**config.mk**
```make
export PLATFORM = sky130hd
export DESIGN_NAME = cpu_range_list_parser
export DESIGN_NICKNAME = d
export VERILOG_FILES = /design/src/rtl/crlp_pkg.sv /design/src/rtl/cpu_range_list_parser.sv /design/src/rtl/crlp_in_reg.sv /design/src/rtl/crlp_core.sv /design/src/rtl/crlp_out_reg.sv
export SDC_FILE = /design/constraint.sdc
export NUM_CORES = 1
export LEC_CHECK = 0
export CAP_MARGIN = 20
export CORE_ASPECT_RATIO = 0.5
export CORE_MARGIN = 1
export CORE_UTILIZATION = 54
export DETAILED_ROUTE_END_ITERATION = 10
export DONT_BUFFER_PORTS = 1
export MAX_ROUTING_LAYER = met4
export PLACE_DENSITY_LB_ADDON = 0.25
export SLEW_MARGIN = 20
export SYNTH_ARGS = -nofsm -noshare
export SYNTH_HDL_FRONTEND = slang
export SYNTH_HIERARCHICAL = 1
export SYNTH_SLANG_ARGS = --single-unit
```
**constraint.sdc**
```tcl
create_clock -name clk_i -period 8.9 [get_ports clk_i]
set_input_delay 0.89 -clock clk_i [delete_from_list [all_inputs] [get_ports clk_i]]
set_output_delay 0.89 -clock clk_i [all_outputs]
set_load 0.02 [all_outputs]
```
**src/rtl/crlp_pkg.sv**
```systemverilog
// ----------------------------------------------------------------------------
// crlp_pkg
// Shared types and constants for the CPU range list parser: character codes,
// status codes and the item and result records passed between stages.
// ----------------------------------------------------------------------------
package crlp_pkg;

  // Default largest CPU id accepted
  localparam int MaxCpuIdDef = 4095;

  // Range fields on the output are always this wide
  localparam int RangeW = 12;

  // Character codes
  localparam logic [7:0] CH_ZERO  = 8'h30;
  localparam logic [7:0] CH_NINE  = 8'h39;
  localparam logic [7:0] CH_COMMA = 8'h2C;
  localparam logic [7:0] CH_DASH  = 8'h2D;

  // Status codes
  localparam logic [2:0] ST_OK        = 3'd0;
  localparam logic [2:0] ST_MISSING   = 3'd1;
  localparam logic [2:0] ST_NONDIGIT  = 3'd2;
  localparam logic [2:0] ST_TOO_LARGE = 3'd3;
  localparam logic [2:0] ST_REVERSED  = 3'd4;
  localparam logic [2:0] ST_ORDER     = 3'd5;

  // One text item as held in the input register
  typedef struct packed {
    logic [7:0] char_code;
    logic       end_of_text;
  } item_t;

  // One result transaction
  typedef struct packed {
    logic [RangeW-1:0] range_first;
    logic [RangeW-1:0] range_last;
    logic              has_range;
    logic [2:0]        status;
    logic              final_result;
  } result_t;

endpackage

```
**src/rtl/cpu_range_list_parser.sv**
```systemverilog
// ----------------------------------------------------------------------------
// cpu_range_list_parser
// Parses a CPU list such as "0-3,5,8-11", one character per transaction,
// and returns each completed element as a range.
//
// Input channel: in_valid_i/in_stall_o carry char_code_i, or end_of_text_i
// to close the list. Output channel: out_valid_o/out_stall_i carry one range
// per valid element ended by a comma, and one final transaction for the end
// item with the list status. When the final status is not ok, the ranges
// already sent for that list are to be discarded.
// An accepted character is loaded into the input register; the parse logic
// then works out its result, which is loaded into the result register and
// presented from there.
// The block takes one character per cycle while its input is not stalled,
// set by the parse stage that updates the list state.
// Reset clears the list state and empties both registers.
// While the receiver stalls, the result holds; the block keeps taking
// characters that produce no result, and stalls its input only when a
// further result is ready with the result register still full.
// ----------------------------------------------------------------------------
module cpu_range_list_parser #(
  parameter int MAX_CPU_ID = crlp_pkg::MaxCpuIdDef
) (
  input  logic                        clk_i,
  input  logic                        rst_ni,
  input  logic                        in_valid_i,
  output logic                        in_stall_o,
  input  logic [7:0]                  char_code_i,
  input  logic                        end_of_text_i,
  output logic                        out_valid_o,
  input  logic                        out_stall_i,
  output logic [crlp_pkg::RangeW-1:0] range_first_o,
  output logic [crlp_pkg::RangeW-1:0] range_last_o,
  output logic                        has_range_o,
  output logic [2:0]                  status_o,
  output logic                        final_result_o
);
  import crlp_pkg::*;

  item_t   item_in;
  item_t   item_q;
  logic    item_valid;
  logic    advance;
  logic    res_valid;
  logic    out_free;
  result_t res_d;
  result_t res_q;

  assign item_in.char_code   = char_code_i;
  assign item_in.end_of_text = end_of_text_i;

  // Input register
  crlp_in_reg u_in_reg (
    .clk_i        (clk_i),
    .rst_ni       (rst_ni),
    .in_valid_i   (in_valid_i),
    .in_stall_o   (in_stall_o),
    .item_i       (item_in),
    .item_valid_o (item_valid),
    .item_o       (item_q),
    .advance_i    (advance)
  );

  // Parse stage
  crlp_core #(
    .MAX_CPU_ID (MAX_CPU_ID)
  ) u_core (
    .clk_i        (clk_i),
    .rst_ni       (rst_ni),
    .item_valid_i (item_valid),
    .item_i       (item_q),
    .out_free_i   (out_free),
    .advance_o    (advance),
    .res_valid_o  (res_valid),
    .res_o        (res_d)
  );

  // Result register
  crlp_out_reg u_out_reg (
    .clk_i       (clk_i),
    .rst_ni      (rst_ni),
    .load_i      (advance && res_valid),
    .res_i       (res_d),
    .free_o      (out_free),
    .out_valid_o (out_valid_o),
    .out_stall_i (out_stall_i),
    .res_o       (res_q)
  );

  assign range_first_o  = res_q.range_first;
  assign range_last_o   = res_q.range_last;
  assign has_range_o    = res_q.has_range;
  assign status_o       = res_q.status;
  assign final_result_o = res_q.final_result;

`ifndef SYNTHESIS
  // A non-ok status only ever comes with the final transaction
  a_status_final : assert property (@(posedge clk_i) disable iff (!rst_ni)
    (out_valid_o && (status_o != ST_OK)) |-> final_result_o)
    else $error("error status on a non-final result");

  // Intermediate results always carry a range
  a_mid_has_range : assert property (@(posedge clk_i) disable iff (!rst_ni)
    (out_valid_o && !final_result_o) |-> has_range_o)
    else $error("intermediate result without a range");

  // Empty range fields read as zero
  a_no_range_zero : assert property (@(posedge clk_i) disable iff (!rst_ni)
    (out_valid_o && !has_range_o) |-> ((range_first_o == '0) && (range_last_o == '0)))
    else $error("range fields not cleared without a range");

  // A valid range is never reversed
  a_range_order : assert property (@(posedge clk_i) disable iff (!rst_ni)
    (out_valid_o && has_range_o && (MAX_CPU_ID < 4096)) |-> (range_first_o <= range_last_o))
    else $error("reversed range emitted");
`endif

endmodule

```
**src/rtl/crlp_in_reg.sv**
```systemverilog
// ----------------------------------------------------------------------------
// crlp_in_reg
// Input register of the parser. Takes one text item per cycle unless stalled
// and holds it until the parse stage consumes it.
// ----------------------------------------------------------------------------
module crlp_in_reg (
  input  logic           clk_i,
  input  logic           rst_ni,
  input  logic           in_valid_i,
  output logic           in_stall_o,
  input  crlp_pkg::item_t item_i,
  output logic           item_valid_o,
  output crlp_pkg::item_t item_o,
  input  logic           advance_i
);
  import crlp_pkg::*;

  logic  valid_q;
  logic  valid_d;
  logic  accept;
  item_t item_q;

  // Stall only while the held item cannot move on
  assign in_stall_o = valid_q && !advance_i;
  assign accept     = in_valid_i && !in_stall_o;
  assign valid_d    = accept || (valid_q && !advance_i);

  always_ff @(posedge clk_i or negedge rst_ni) begin
    if (!rst_ni) begin
      valid_q <= 1'b0;
    end else begin
      valid_q <= valid_d;
    end
  end

  // Load payload on every accepted transaction
  always_ff @(posedge clk_i) begin
    if (accept) begin
      item_q <= item_i;
    end
  end

  assign item_valid_o = valid_q;
  assign item_o       = item_q;

endmodule

```
**src/rtl/crlp_core.sv**
```systemverilog
// ----------------------------------------------------------------------------
// crlp_core
// Parse stage. Holds the list state and works out, in one pass, the state
// update and the optional result for the item in the input register.
// ----------------------------------------------------------------------------
module crlp_core #(
  parameter int MAX_CPU_ID = crlp_pkg::MaxCpuIdDef
) (
  input  logic             clk_i,
  input  logic             rst_ni,
  input  logic             item_valid_i,
  input  crlp_pkg::item_t  item_i,
  input  logic             out_free_i,
  output logic             advance_o,
  output logic             res_valid_o,
  output crlp_pkg::result_t res_o
);
  import crlp_pkg::*;

  localparam int IdW   = $clog2(MAX_CPU_ID + 1);
  localparam int ProdW = IdW + 4;

  logic           in2_q, in2_d;
  logic           seen_q, seen_d;
  logic [IdW-1:0] acc_q, acc_d;
  logic [IdW-1:0] start_q, start_d;
  logic           have_q, have_d;
  logic [IdW-1:0] prev_q, prev_d;
  logic [2:0]     err_q, err_d;
  logic           any_q, any_d;

  logic             is_digit;
  logic [3:0]       digit;
  logic [ProdW-1:0] prod;
  logic [IdW-1:0]   fin_first;
  logic [2:0]       fin_st;
  logic [31:0]      first_ext;
  logic [31:0]      last_ext;
  logic             res_valid;

  // Next accumulator value: acc*10 + digit
  assign is_digit = (item_i.char_code >= CH_ZERO) && (item_i.char_code <= CH_NINE);
  assign digit    = 4'(item_i.char_code - CH_ZERO);
  assign prod     = (ProdW'(acc_q) << 3) + (ProdW'(acc_q) << 1) + ProdW'(digit);

  // Check the element that ends here
  assign fin_first = in2_q ? start_q : acc_q;
  always_comb begin
    if (!seen_q) begin
      fin_st = ST_MISSING;
    end else if (in2_q && (acc_q < start_q)) begin
      fin_st = ST_REVERSED;
    end else if (have_q && (fin_first <= prev_q)) begin
      fin_st = ST_ORDER;
    end else begin
      fin_st = ST_OK;
    end
  end

  assign first_ext = 32'(fin_first);
  assign last_ext  = 32'(acc_q);

  // State update and result
  always_comb begin
    in2_d     = in2_q;
    seen_d    = seen_q;
    acc_d     = acc_q;
    start_d   = start_q;
    have_d    = have_q;
    prev_d    = prev_q;
    err_d     = err_q;
    any_d     = any_q;
    res_valid = 1'b0;
    res_o     = '0;
    if (item_i.end_of_text) begin
      res_valid          = 1'b1;
      res_o.final_result = 1'b1;
      if (err_q != ST_OK) begin
        res_o.status = err_q;
      end else if (any_q) begin
        res_o.status = fin_st;
        if (fin_st == ST_OK) begin
          res_o.has_range   = 1'b1;
          res_o.range_first = first_ext[RangeW-1:0];
          res_o.range_last  = last_ext[RangeW-1:0];
        end
      end
      // Back to reset values for the next list
      in2_d   = 1'b0;
      seen_d  = 1'b0;
      acc_d   = '0;
      start_d = '0;
      have_d  = 1'b0;
      prev_d  = '0;
      err_d   = ST_OK;
      any_d   = 1'b0;
    end else begin
      any_d = 1'b1;
      if (err_q == ST_OK) begin
        if (is_digit) begin
          acc_d  = prod[IdW-1:0];
          seen_d = 1'b1;
          if (prod > ProdW'(MAX_CPU_ID)) begin
            err_d = ST_TOO_LARGE;
          end
        end else if (item_i.char_code == CH_DASH) begin
          if (in2_q) begin
            err_d = ST_NONDIGIT;
          end else if (!seen_q) begin
            err_d = ST_MISSING;
          end else begin
            start_d = acc_q;
            acc_d   = '0;
            seen_d  = 1'b0;
            in2_d   = 1'b1;
          end
        end else if (item_i.char_code == CH_COMMA) begin
          in2_d   = 1'b0;
          seen_d  = 1'b0;
          acc_d   = '0;
          start_d = '0;
          if (fin_st != ST_OK) begin
            err_d = fin_st;
          end else begin
            have_d            = 1'b1;
            prev_d            = acc_q;
            res_valid         = 1'b1;
            res_o.has_range   = 1'b1;
            res_o.range_first = first_ext[RangeW-1:0];
            res_o.range_last  = last_ext[RangeW-1:0];
          end
        end else begin
          err_d = ST_NONDIGIT;
        end
      end
    end
  end

  // Consume the item unless its result has nowhere to go
  assign advance_o   = item_valid_i && (!res_valid || out_free_i);
  assign res_valid_o = item_valid_i && res_valid;

  always_ff @(posedge clk_i or negedge rst_ni) begin
    if (!rst_ni) begin
      in2_q   <= 1'b0;
      seen_q  <= 1'b0;
      acc_q   <= '0;
      start_q <= '0;
      have_q  <= 1'b0;
      prev_q  <= '0;
      err_q   <= ST_OK;
      any_q   <= 1'b0;
    end else if (advance_o) begin
      in2_q   <= in2_d;
      seen_q  <= seen_d;
      acc_q   <= acc_d;
      start_q <= start_d;
      have_q  <= have_d;
      prev_q  <= prev_d;
      err_q   <= err_d;
      any_q   <= any_d;
    end
  end

endmodule

```
**src/rtl/crlp_out_reg.sv**
```systemverilog
// ----------------------------------------------------------------------------
// crlp_out_reg
// Result register. Holds one result transaction until the receiver takes it
// and reports whether a new result can be loaded this cycle.
// ----------------------------------------------------------------------------
module crlp_out_reg (
  input  logic              clk_i,
  input  logic              rst_ni,
  input  logic              load_i,
  input  crlp_pkg::result_t res_i,
  output logic              free_o,
  output logic              out_valid_o,
  input  logic              out_stall_i,
  output crlp_pkg::result_t res_o
);
  import crlp_pkg::*;

  logic    valid_q;
  logic    valid_d;
  result_t res_q;

  // Free when empty or being emptied this cycle
  assign free_o  = !valid_q || !out_stall_i;
  assign valid_d = load_i || (valid_q && out_stall_i);

  always_ff @(posedge clk_i or negedge rst_ni) begin
    if (!rst_ni) begin
      valid_q <= 1'b0;
    end else begin
      valid_q <= valid_d;
    end
  end

  always_ff @(posedge clk_i) begin
    if (load_i) begin
      res_q <= res_i;
    end
  end

  assign out_valid_o = valid_q;
  assign res_o       = res_q;

endmodule

```
==> flow_summary.toml <==
[route]
met1Wirelength_microns = 4720
route.detailed.drc = 0
via_per_inst = 6.12
dr.first_iter.drc_count = 275
vias = 3275
wl_per_cell_microns = 19.0
wirelength_microns = 10200
dr_wl_met2_microns = 4640
top_layer = "met4"
dr_wl_met3_microns = 658
dr.pass1.iters = 4
ant_nets = 0

[critical_path]
crit_chain = "mux2_2 -> ha_1 -> nor2b_1 -> o21bai_1 -> a211o_1 -> a31oi_2 -> a41oi_1 -> o21ai_2 -> inv_1 -> nand2b_4 -> inv_1"
path_max_fanout = 18
r2r_cells = 12
cp.required_ns = 8.01
cp_common_cell = "inv_1"
cp-start-kind = "register"
crit_slowest_cell = "dfrtp_1"
critPathMaxStageDelay_ns = 0.77
arrival_ns = 3.70
crit_path_end_kind = "output pin"
worst-setup-path-type = "register to output pin"

[cts]
post-cts-setup-buffer-count = 0
clockBufferDepth = 2
postCtsResizedCells = 0
clk_pin_slew_ns = 0.07
cts_tree = "built"
root_buffer = "clkbuf_16"
h-tree-depth = 3
cts_sinks = 83
hold_buffers = 0
worst_skew_pair.late_latency_ns = 0.34
cts_buffers = 9

[flow_run]
drv_cap = 0

[cells_and_area]
instances_no_fill = 535
areaGrowthSynthToFinish_pct = 8.73
drive_gt1_share_pct = 9.69
fin_nets = 480
stdcell_area_sq_um = 5110
diodes = 0

[sta]
period_needed_ns = 4.59
fin_crit_sh_pct = 51.5
setup_slack_ns = 4.31
setup_tns_ns = 0
hold_viol = 0
clock_skew_ns = 0.0116
slew_violations = 0
slew_headroom_pct = 37.0
rsz0062_at_grt = "no"
setup_viol = 0
worst_slew_pin_slew_ns = 0.942
timing.fmax_mhz = 218

[placement]
port_buffers = 0
gp_congestion = 0.980
dp_hpwl_microns = 7330
placed_cell_area_sq_um = 4800
numPlacedInstances = 520
place_worst_setup_slack_ns = 4.78

[yosys]
yosys_warnings = 6
synth_most_common_cell = "ha_1"
syn_inst = 420
synthesis.area_sq_um = 4700
syn_area_per_cell_sq_um = 11.2
ys_ff_latch = 83
yosysTopAreaCell = "edfxtp_1"
synthesis.nets = 481
yosys.area.top_type_share_pct = 24.3
synth_edf_count = 38
synth_cell_types = 54
ys_async_sr_fraction_pct = 54.2
ys_top_cells_by_count = "ha_1, dfrtp_1, edfxtp_1"
yosys_most_used_dff = "dfrtp_1"
netlist_top_cells_area = "edfxtp_1, dfrtp_1, ha_1"
yosysSeqAreaShare_pct = 48.2

[run_status]
status = "complete, no violations"

[power_and_ir_drop]
max-vdd-ir-drop_v = 0.000124
clockPowerShare_pct = 42.5
power_density_nw_per_um2 = 183
swShare_pct = 25.3
p_comb_share_pct = 8.4
p_int_w = 0.000699
seq_power_share_pct = 49.1
switchingPower_w = 0.000237
leakage_nw = 2.22

[global_route]
grt_max_degree = 46
grt_overflow_total = 0
grt_pass1_wl_microns = 16300
gr-usage-all-layers_pct = 24.9
antenna_found_initial = 0
grt_pass1_vias = 3257

[die]
fp.dieH_microns = 68.0
die_x_microns = 134
coreArea_sq_um = 8230
rows = 23
die_area_sq_um = 9100
start_util_pct = 57.1
num_io_pins = 44

[min_path]
worstHoldPathType = "input port to asynchronous set/reset pin"
==> routing by layer <==
layer | GRT usage (%) | vias up
met2 | 40.7 | 106
met4 | 8.10 | 0
li1 | - | 1542
met1 | 29.9 | 1611
met5 | - | -
met3 | 7.70 | 16
==> cells by family (layout without fill, tap and decap cells) <==
kind of cell | Yosys count | after routing | share of synthesized area [%]
AND/OR/NAND/NOR | 120 | 120 | 13.5
AO/OA/AOI/OAI | 104 | 104 | 16.5
flip-flops | 83 | 83 | 48.2
adder cells (fa/ha/maj) | 48 | 48 | 13.1
buffers and inverters | 43 | 46 | 3.65
multiplexers | 14 | 14 | 3.49
XOR/XNOR | 8 | 8 | 1.49
==> layout make-up <==
| class | instances | area [sq um] |
|---|---|---|
| Timing Repair Buffer | 3 | 22.5 |
| Fill cell | 680 | 3120 |
| Multi-Input combinational cell | 294 | 2260 |
| Inverter | 28 | 105 |
| Tap cell | 112 | 140 |
| Clock buffer | 10 | 229 |
| Clock inverter | 5 | 85.1 |
| Sequential cell | 83 | 2270 |
==> power groups by stage <==
stage,registers [W],logic [W],clock network (W)
floorplan,0.000450,0.0000714,0
global placement,0.000466,0.0000751,0
detailed placement,0.000467,0.0000771,0
CTS,0.000459,0.0000775,0.000402
global route,0.000463,0.0000868,0.000417
finish,0.000459,0.0000786,0.000398
==> metrics by stage <==
stage               util, %  total power [W]  hold WS, ns
detailed placement     58.3         0.000544        0.495
global placement       58.3         0.000541        0.488
CTS                    62.1         0.000939        0.228
global route           62.1         0.000967        0.222
floorplan                 -         0.000522        0.473
finish                 62.1         0.000936        0.232
==> critical path, delay by kind of cell, from the launching register on <==
kind / cells / cell delay (ns)
flip-flops: 1 / 0.77
multiplexers: 1 / 0.43
AND/OR/NAND/NOR: 2 / 0.36
adder cells (fa/ha/maj): 1 / 0.29
AO/OA/AOI/OAI: 5 / 1.23
buffers and inverters: 2 / 0.27
==> flip-flops by register name, indices dropped and copies added (netlist names) <==
register,flops
u_core/prev_q,12
u_out_reg/out_valid_o,1
u_in_reg/item_o,9
u_in_reg/item_valid_o,1
u_core/in2_q,1
u_core/any_q,1
u_core/have_q,1
u_core/seen_q,1
u_core/start_q,12
u_core/acc_q,12
u_out_reg/res_o,29
u_core/err_q,3
==> final timing paths <==
kind                                                        end  slack, ns                         start
worst min-delay path               u_core/prev_q[7]$_DFFE_PN0P_       0.23                        rst_ni
worst min register to register     u_core/prev_q[6]$_DFFE_PN0P_       0.51  u_core/prev_q[6]$_DFFE_PN0P_
worst max-delay path                                 in_stall_o       4.31      u_core/in2_q$_DFFE_PN0P_
worst max register to register  u_out_reg/out_valid_o$_DFF_PN0_       5.02      u_core/in2_q$_DFFE_PN0P_
max in group asynchronous          u_core/acc_q[10]$_DFFE_PN0P_       8.57                        rst_ni
min in group clk_i                 u_core/prev_q[6]$_DFFE_PN0P_       0.51  u_core/prev_q[6]$_DFFE_PN0P_
==> cells in the final DEF, fill, tap and decap left out, drive strengths merged, types with 3 or more instances in the layout <==
cell type and count:
nor2b 6, a32o 4, o21a 5, mux2 13, edfxtp 38, inv 30
a211oi 4, clkbuf 10, ha 46, a31oi 3, xor2 6, a22o 24
o21ai 13, nand4 6, nand2b 7, a21oi 22, nand2 26, a21o 5
nor3 8, buf 3, dfrtp 45, and2 29, o31ai 11, nand3 5
or2 3, or3 4, nor2 19
No activity file was read; power rests on OpenSTA's default activity.
